==> config.mk <==
export PLATFORM = sky130hd
export DESIGN_NAME = uart_boot_write_sequencer
export DESIGN_NICKNAME = d
export VERILOG_FILES = /design/src/rtl/core/ubws_pkg.sv /design/src/rtl/core/uart_boot_write_sequencer.sv
export VERILOG_INCLUDE_DIRS = /design/src /design/src/rtl/core
export SDC_FILE = /design/constraint.sdc
export NUM_CORES = 1
export LEC_CHECK = 0
export BUFFER_PORTS_ARGS = -buffer_cell sky130_fd_sc_hd__buf_4
export CORE_AREA = 3 3 204 206
export DETAILED_ROUTE_END_ITERATION = 8
export DIE_AREA = 0 0 207 209
export SLEW_MARGIN = 30
export SYNTH_ARGS = -nofsm -noshare
export SYNTH_HDL_FRONTEND = slang
export SYNTH_SLANG_ARGS = --single-unit
==> constraint.sdc <==
create_clock -name clk -period 6.75 [get_ports clk]
set_clock_uncertainty 0.15 [all_clocks]
set_input_delay 0 -clock clk [delete_from_list [all_inputs] [get_ports clk]]
set_output_delay 0 -clock clk [all_outputs]
set_load 0.03 [all_outputs]
==> src/rtl/core/uart_boot_write_sequencer_macros.svh <==
// assertion macros for the uart boot write sequencer
`ifndef UART_BOOT_WRITE_SEQUENCER_MACROS_SVH
`define UART_BOOT_WRITE_SEQUENCER_MACROS_SVH

`ifndef SYNTHESIS
// same-cycle implication, sampled on clk, off while arst_n is low
`define UBWS_ASSERT_IMPLY(lbl, ante, cons) \
	lbl: assert property (@(posedge clk) disable iff (!arst_n) (ante) |-> (cons)) \
		else $error("ubws: same-cycle check failed");
// next-cycle implication
`define UBWS_ASSERT_NEXT(lbl, ante, cons) \
	lbl: assert property (@(posedge clk) disable iff (!arst_n) (ante) |=> (cons)) \
		else $error("ubws: next-cycle check failed");
`else
`define UBWS_ASSERT_IMPLY(lbl, ante, cons)
`define UBWS_ASSERT_NEXT(lbl, ante, cons)
`endif

`endif

==> src/rtl/core/ubws_pkg.sv <==
// types and codes shared by the uart boot write sequencer
`default_nettype none
package ubws_pkg;

	typedef logic [7:0]  byte_t;
	typedef logic [1:0]  op_t;
	typedef logic [1:0]  kind_t;
	typedef logic [1:0]  cfg_idx_t;
	typedef logic [31:0] word_t;
	typedef logic [20:0] size_t;
	typedef logic [8:0]  chunk_t;

	// request opcodes
	localparam op_t OP_START = 2'd0;
	localparam op_t OP_DATA  = 2'd1;
	localparam op_t OP_REPLY = 2'd2;

	// result kinds
	localparam kind_t KIND_TX   = 2'd0;
	localparam kind_t KIND_DONE = 2'd1;
	localparam kind_t KIND_FAIL = 2'd2;

	// register indexes
	localparam cfg_idx_t CFG_IMAGE_SIZE    = 2'd0;
	localparam cfg_idx_t CFG_START_ADDRESS = 2'd1;
	localparam cfg_idx_t CFG_WRITE_COMMAND = 2'd2;

	localparam byte_t ACK_BYTE       = 8'h79;
	localparam byte_t INVERT_MASK    = 8'hFF;
	localparam word_t RST_START_ADDR = 32'h0800_0000;
	localparam byte_t RST_WRITE_CMD  = 8'h31;

	// most results one request can cause
	localparam int MAX_RES = 5;

endpackage
`default_nettype wire

==> src/rtl/core/uart_boot_write_sequencer.sv <==
// top level of the uart boot write sequencer
`default_nettype none
`include "uart_boot_write_sequencer_macros.svh"
// Host side of a serial bootloader write-memory exchange. An OP_START request begins the image;
// each chunk of up to MAX_CHUNK bytes goes out as opcode and complement, wait for ACK, four
// address bytes MSB first and their XOR, wait for ACK, length minus one, the image bytes as
// they arrive, the XOR checksum, wait for ACK. A non-ACK reply fails for good; the end of the
// image reports done, and both hold until reset. Requests that do not fit the current phase
// are dropped without a result. Timing: a request is registered at the input, then in one
// pass sets the new state and loads all its results (up to five) into a result batch
// register, which hands out one result per cycle unless out_stall is high. With out_stall low,
// a request is taken every cycle while each gives at most one result; more results stall the
// input until the batch drains via the single-result output port. Registers are written through
// the cfg port, which is always ready, only while idle; the block leaves this to the user.
module uart_boot_write_sequencer #(
	parameter int MAX_CHUNK = 256,
	parameter int MAX_IMAGE = 1048576
) (
	input  wire logic              clk,
	input  wire logic              arst_n,
	// request channel
	input  wire logic              in_valid,
	output logic                   in_stall,
	input  wire ubws_pkg::op_t     op,
	input  wire ubws_pkg::byte_t   data_byte,
	// result channel
	output logic                   out_valid,
	input  wire logic              out_stall,
	output ubws_pkg::kind_t        kind,
	output ubws_pkg::byte_t        tx_byte,
	output logic                   last,
	// register write channel
	input  wire logic              cfg_valid,
	output logic                   cfg_ready,
	input  wire ubws_pkg::cfg_idx_t cfg_index,
	input  wire ubws_pkg::word_t   cfg_data
);
	import ubws_pkg::*;

	// sequence phases
	localparam logic [2:0] PH_IDLE     = 3'd0;
	localparam logic [2:0] PH_CMD_ACK  = 3'd1;
	localparam logic [2:0] PH_ADDR_ACK = 3'd2;
	localparam logic [2:0] PH_DATA     = 3'd3;
	localparam logic [2:0] PH_DATA_ACK = 3'd4;
	localparam logic [2:0] PH_DONE     = 3'd5;
	localparam logic [2:0] PH_FAIL     = 3'd6;

	localparam int    RES_W      = $clog2(MAX_RES + 1);
	localparam int    IDX_W      = $clog2(MAX_RES);
	localparam size_t MaxImage   = size_t'(MAX_IMAGE);
	localparam size_t MaxChunkSz = size_t'(MAX_CHUNK);
	localparam chunk_t MaxChunk  = chunk_t'(MAX_CHUNK);

	// configuration registers
	size_t image_size_q;
	word_t start_address_q;
	byte_t write_command_q;

	// sequence state
	logic [2:0] phase_q;
	size_t      offset_q;
	word_t      addr_q;
	byte_t      xor_q;
	chunk_t     sent_q;
	chunk_t     clen_q;
	size_t      size_q;

	// input register
	logic  valid_s1;
	op_t   op_s1;
	byte_t data_s1;

	// result batch register
	logic [RES_W-1:0] cnt_q;
	logic [IDX_W-1:0] idx_q;
	kind_t            bkind_q;
	byte_t            bbyte_q [MAX_RES];

	// next-state and result logic
	logic [2:0]       phase_n;
	size_t            offset_n;
	word_t            addr_n;
	byte_t            xor_n;
	chunk_t           sent_n;
	chunk_t           clen_n;
	size_t            size_n;
	logic [RES_W-1:0] res_cnt;
	kind_t            res_kind;
	byte_t            res_byte [MAX_RES];

	size_t  remain;
	chunk_t clen_calc;
	chunk_t sent_inc;
	byte_t  xor_data;
	size_t  offset_sum;
	logic   is_ack;

	logic out_take;
	logic batch_free;
	logic s1_move;
	logic in_take;

	assign cfg_ready = 1'b1;

	// register writes; indexes beyond the list are dropped
	always_ff @(posedge clk or negedge arst_n) begin
		if (!arst_n) begin
			image_size_q    <= '0;
			start_address_q <= RST_START_ADDR;
			write_command_q <= RST_WRITE_CMD;
		end else if (cfg_valid && cfg_ready) begin
			unique case (cfg_index)
				CFG_IMAGE_SIZE:    image_size_q    <= cfg_data[20:0];
				CFG_START_ADDRESS: start_address_q <= cfg_data;
				CFG_WRITE_COMMAND: write_command_q <= cfg_data[7:0];
				default: ;
			endcase
		end
	end

	// handshakes: the batch frees up as its last result leaves
	assign out_valid  = (cnt_q != '0);
	assign out_take   = out_valid && !out_stall;
	assign batch_free = (cnt_q == '0) || (out_take && last);
	assign s1_move    = valid_s1 && batch_free;
	assign in_stall   = valid_s1 && !batch_free;
	assign in_take    = in_valid && !in_stall;

	always_ff @(posedge clk or negedge arst_n) begin
		if (!arst_n) begin
			valid_s1 <= 1'b0;
		end else if (in_take) begin
			valid_s1 <= 1'b1;
		end else if (s1_move) begin
			valid_s1 <= 1'b0;
		end
	end

	always_ff @(posedge clk) begin
		if (in_take) begin
			op_s1   <= op;
			data_s1 <= data_byte;
		end
	end

	// chunk length from what is left of the image
	assign remain     = (size_q > offset_q) ? (size_q - offset_q) : size_t'(1);
	assign clen_calc  = (remain > MaxChunkSz) ? MaxChunk : remain[8:0];
	assign sent_inc   = sent_q + chunk_t'(1);
	assign xor_data   = xor_q ^ data_s1;
	assign offset_sum = offset_q + size_t'(clen_q);
	assign is_ack     = (data_s1 == ACK_BYTE);

	always_comb begin
		phase_n  = phase_q;
		offset_n = offset_q;
		addr_n   = addr_q;
		xor_n    = xor_q;
		sent_n   = sent_q;
		clen_n   = clen_q;
		size_n   = size_q;
		res_cnt  = '0;
		res_kind = KIND_TX;
		for (int i = 0; i < MAX_RES; i++) begin
			res_byte[i] = '0;
		end
		unique case (phase_q)
			PH_IDLE: begin
				if (op_s1 == OP_START) begin
					size_n   = (image_size_q > MaxImage) ? MaxImage : image_size_q;
					addr_n   = start_address_q;
					offset_n = '0;
					if (size_n == '0) begin
						res_cnt  = RES_W'(1);
						res_kind = KIND_DONE;
						phase_n  = PH_DONE;
					end else begin
						res_cnt     = RES_W'(2);
						res_byte[0] = write_command_q;
						res_byte[1] = write_command_q ^ INVERT_MASK;
						phase_n     = PH_CMD_ACK;
					end
				end
			end
			PH_CMD_ACK: begin
				if (op_s1 == OP_REPLY) begin
					if (!is_ack) begin
						res_cnt  = RES_W'(1);
						res_kind = KIND_FAIL;
						phase_n  = PH_FAIL;
					end else begin
						// address MSB first, then its xor
						res_cnt     = RES_W'(5);
						res_byte[0] = addr_q[31:24];
						res_byte[1] = addr_q[23:16];
						res_byte[2] = addr_q[15:8];
						res_byte[3] = addr_q[7:0];
						res_byte[4] = addr_q[31:24] ^ addr_q[23:16]
							^ addr_q[15:8] ^ addr_q[7:0];
						phase_n     = PH_ADDR_ACK;
					end
				end
			end
			PH_ADDR_ACK: begin
				if (op_s1 == OP_REPLY) begin
					if (!is_ack) begin
						res_cnt  = RES_W'(1);
						res_kind = KIND_FAIL;
						phase_n  = PH_FAIL;
					end else begin
						clen_n      = clen_calc;
						xor_n       = byte_t'(clen_calc - chunk_t'(1));
						sent_n      = '0;
						res_cnt     = RES_W'(1);
						res_byte[0] = xor_n;
						phase_n     = PH_DATA;
					end
				end
			end
			PH_DATA: begin
				if (op_s1 == OP_DATA) begin
					xor_n       = xor_data;
					sent_n      = sent_inc;
					res_byte[0] = data_s1;
					if (sent_inc >= clen_q) begin
						res_cnt     = RES_W'(2);
						res_byte[1] = xor_data;
						phase_n     = PH_DATA_ACK;
					end else begin
						res_cnt = RES_W'(1);
					end
				end
			end
			PH_DATA_ACK: begin
				if (op_s1 == OP_REPLY) begin
					if (!is_ack) begin
						res_cnt  = RES_W'(1);
						res_kind = KIND_FAIL;
						phase_n  = PH_FAIL;
					end else begin
						addr_n   = addr_q + word_t'(clen_q);
						offset_n = offset_sum;
						if (offset_sum >= size_q) begin
							res_cnt  = RES_W'(1);
							res_kind = KIND_DONE;
							phase_n  = PH_DONE;
						end else begin
							res_cnt     = RES_W'(2);
							res_byte[0] = write_command_q;
							res_byte[1] = write_command_q ^ INVERT_MASK;
							phase_n     = PH_CMD_ACK;
						end
					end
				end
			end
			// done and failed hold until reset
			default: ;
		endcase
	end

	always_ff @(posedge clk or negedge arst_n) begin
		if (!arst_n) begin
			phase_q  <= PH_IDLE;
			offset_q <= '0;
			addr_q   <= '0;
			xor_q    <= '0;
			sent_q   <= '0;
			clen_q   <= '0;
			size_q   <= '0;
		end else if (s1_move) begin
			phase_q  <= phase_n;
			offset_q <= offset_n;
			addr_q   <= addr_n;
			xor_q    <= xor_n;
			sent_q   <= sent_n;
			clen_q   <= clen_n;
			size_q   <= size_n;
		end
	end

	// result batch: a request with no result loads an empty batch
	always_ff @(posedge clk or negedge arst_n) begin
		if (!arst_n) begin
			cnt_q <= '0;
			idx_q <= '0;
		end else if (s1_move) begin
			cnt_q <= res_cnt;
			idx_q <= '0;
		end else if (out_take) begin
			// the last result empties the batch
			if (last) begin
				cnt_q <= '0;
			end else begin
				idx_q <= idx_q + IDX_W'(1);
			end
		end
	end

	always_ff @(posedge clk) begin
		if (s1_move) begin
			bkind_q <= res_kind;
			bbyte_q <= res_byte;
		end
	end

	assign kind    = bkind_q;
	assign tx_byte = bbyte_q[idx_q];
	assign last    = (RES_W'(idx_q) == (cnt_q - RES_W'(1)));

	// the batch index stays inside the batch
	`UBWS_ASSERT_IMPLY(a_idx_in_batch, out_valid, RES_W'(idx_q) < cnt_q)
	// done and failed are final
	`UBWS_ASSERT_NEXT(a_done_sticky, phase_q == PH_DONE, phase_q == PH_DONE)
	`UBWS_ASSERT_NEXT(a_fail_sticky, phase_q == PH_FAIL, phase_q == PH_FAIL)
	// never more chunk bytes than the chunk holds
	`UBWS_ASSERT_IMPLY(a_chunk_count, phase_q == PH_DATA, sent_q < clen_q)

endmodule
`default_nettype wire

==> results.md <==
- Pwr Total: 6.97 mW
- Area of the multi-input gates: 0.00747 mm2
- Clk root buf: clkbuf_16
- Post-Synthesis Cells: 1466
- Crit Path Max Fanout: 10
- Top delay family on crit path: compound AO/OA/AOI/OAI gates
- Maxcap violations: 0
- CP bufs+invs: 4
- Post-Synth Simple-Gate Area: 14.7%
- Largest cells by area after synthesis: dfrtp_1 (30%), edfxtp_1 (11%), ha_1 (6.7%)
- Top cell type's share of synthesized area: 30.1%
- XOR/XNOR Fraction of Synth Area: 4.96%
- GP Congestion: 0.926
- DR WL/cell: 20.5 um
- Total GRT Usage: 19.5%
- Slew margin rel.: 36.6%
- Die Y: 209 um
- PostCTS Resize Cnt: 0
- Worst Setup SP: offset_q[15]
- Total stage count of the critical path: 17
- Post-Syn Area per Cell: 9.48 um2
- Clock transition at path regs: 0.06 ns
- Crit path top cell by count: inv_1
- Register area share after synthesis: 42.1%
- Most frequent cells in the layout: dfrtp_1 (167), nand2_1 (111), o21ai_0 (106)
- Vias in the first global route: 11400
- Top FF cell, synth: dfrtp_1
- Total CTS buffers: 25
- Starting Density: 34.9%
- Reg-to-Reg End: bbyte_q[38]
- First-pass DRT Iterations: 7
- Yosys cell types: 78
- Initial antenna violation count: 1
- Tmin final: 5.91 ns
- HPWL after DPL: 31.7 mm
- I/O pin count: 63
- Dpl cells: 1998
- CTS max path bufs: 3
- Fillers: 3937
- Commonest non-fill, non-tap cell in the layout: dfrtp_1
- Buffers on Ports: 61
- Worst-skew pair later-pin latency: 0.54 ns
- Crit-path slowest cell: a21oi_1
- Final #Nets: 1676
- Peak supply drop: 0.162 mV
- Pwr Density: 428 mW/mm2
- Setup Total Neg Slack: 0 ns
- R2r setup slk: 0.84 ns
- Worst reg2reg startpoint: offset_q[15]
- Hold_ws: 0.0397 ns
- FF+latch count, synth: 223
- Via count: 11800
- Post-Syn Nets: 1592
- Vias per inst: 5.62
- Post-synth EDFFs: 52
- Ant. Diodes: 0
- Hold Vio Cnt, Final: 0
- H-tree levels: 1
- Ys Warns: 0
- Design area: 0.0163 mm2
- CTS tree: yes
- Die ar.: 0.0433 mm2
- Largest family of logic cells by synthesized area: compound AO/OA/AOI/OAI gates
- Pin count of the biggest net entering global routing: 69
- Status: finished, final reports clean
- Crit path DAT: 6.12 ns
- Routed Antenna Nets: 0
- Final Slew Violations: 0
- Dpl cell area: 0.0149 mm2
- WS Path Type: flop to flop
- CTS sink cnt: 223
- Die width: 207 um
- Compound-Gate Fraction of Synth Area: 20.2%
- RSZ-0062 raised after global routing: false
- Finished Layout Cells: 2094
- Wirelength, routed: 43.0 mm
- End of the critical path: bbyte_q[38]
- Cells along the critical path: inv_1, ha_1, inv_1, nor3_1, and3_1, mux2_2, a21oi_1, a21o_1, nand4_1, o21ai_0, inv_1, ha_1, inv_1, o211ai_1, nor4_1, a21oi_1, o311ai_1
- Reg area: 0.00585 mm2
- Global-route wire length before repair: 67.4 mm
- Area leader, netlist: dfrtp_1
- 1st-iter DRT viols: 977
- Period utilization: 87.6%
- Hold path depth: 2
- Synth async-reset ratio: 76.7%
- Leak pwr: 6.84 nW
- CP peak stage delay: 0.57 ns
- Portion of netlist area occupied by mux cells: 6.55%
- Mapped Area: 0.0139 mm2
- Grt ovf: 0
- Reg2reg path depth: 17
- Final setup vio count: 0
- Critical path capture point type: flop
- Worst hold path type: input port to flop
- Max Freq: 0.169 GHz
- CP Data Required Time: 6.95 ns
- Critical Path Start Type: flop
- Slew @ Worst Pin: 0.944 ns
- Syn-to-layout area delta: 17.0%
- Layout cell share with drive strength beyond 1: 13.5%
- Core outline area: 0.0398 mm2
- Number of core rows: 73
- Post-route DRC: 0
- Synth Area in Adders: 7.09%
==> state kept, by name, summed over array words and instances (netlist names) <==
signal           count
addr_q              32
bbyte_q             40
clen_q               9
cnt_q                3
data_s1              8
idx_q                3
image_size_q        21
kind                 2
offset_q            21
op_s1                2
phase_q              3
sent_q               9
size_q              21
start_address_q     32
valid_s1             1
write_command_q      8
xor_q                8
==> Yosys cell counts, types with 7 or more instances <==
cell type and n:
a211oi_1 8, a21o_1 24, a21oi_1 82, a22o_1 7, a22oi_1 21, a2bb2oi_1 13, a31oi_1 10, and2_1 24
and3_1 24, clkbuf_1 63, dfrtp_1 167, edfxtp_1 52, ha_1 74, inv_1 90, mux2_2 64, mux2i_1 19
nand2_1 111, nand2b_1 7, nand3_1 51, nand3b_1 7, nand4_1 9, nor2_1 96, nor2b_1 10, nor3_1 35
nor4_1 14, o211ai_1 18, o21a_1 17, o21ai_0 106, o21bai_1 8, o221ai_1 9, o22ai_1 30, o31ai_1 13
or4_1 7, xnor2_1 57, xor2_1 19
==> per-layer routing <==
layer  GRT usage, %  vias to the layer above  wire, um
met5              0                        -         0
li1               -                     5548         -
met1           28.3                     5771     20100
met4           4.96                        0      1150
met2           30.1                      375     19200
met3           3.30                       66      2520
==> worst register-to-register path: cells and delay by family (launching register included) <==
family | cells | cell delay (ns)
buffers and inverters | 4 | 0.51
flip-flops | 1 | 0.44
adder cells (fa/ha/maj) | 2 | 0.82
AO/OA/AOI/OAI | 6 | 1.77
multiplexers | 1 | 0.36
AND/OR/NAND/NOR | 4 | 1.68
==> power breakdown <==
part	leakage [nW]	internal, mW	switching [mW]
Sequential	2.54	1.85	0.508
Clock	0.420	0.861	0.562
Combinational	3.89	1.27	1.92
Total	6.84	3.98	2.99
==> through the flow <==
step	utilization, %	setup slack (ns)
detailed placement	37.4	0.924
global route	40.9	0.374
CTS	40.9	0.911
global placement	37.4	1.10
floorplan	-	1.69
finish	40.9	0.836
==> repair_timing <==
action                     4_1_cts  5_1_grt
hold buffers                    50        0
setup buffers                    0        0
setup endpoints to repair        0        0
hold endpoints to repair       159        0
==> cell type report <==
type                       count  area share [%]
tap                          525            4.04
clock inverter                 9           0.746
multi-input combinational   1082            45.9
inverter                      90            2.08
sequential                   223            35.9
timing repair buffer         128            6.81
clock buffer                  37            4.49
==> kinds of logic after synthesis <==
family | Yosys count
flip-flops | 223
other | 1
XOR/XNOR | 77
AO/OA/AOI/OAI | 425
multiplexers | 83
AND/OR/NAND/NOR | 419
adder cells (fa/ha/maj) | 77
buffers and inverters | 161
==> worst min path at each step <==
stage	end	start
after global placement	phase_q[0]	arst_n
after detailed placement	phase_q[1]	arst_n
after floorplan	addr_q[0]	arst_n
final	data_s1[4]	data_byte[4]
after global routing	data_s1[7]	data_byte[7]
after CTS	data_s1[5]	data_byte[5]
No activity file was read; power rests on OpenSTA's default activity.
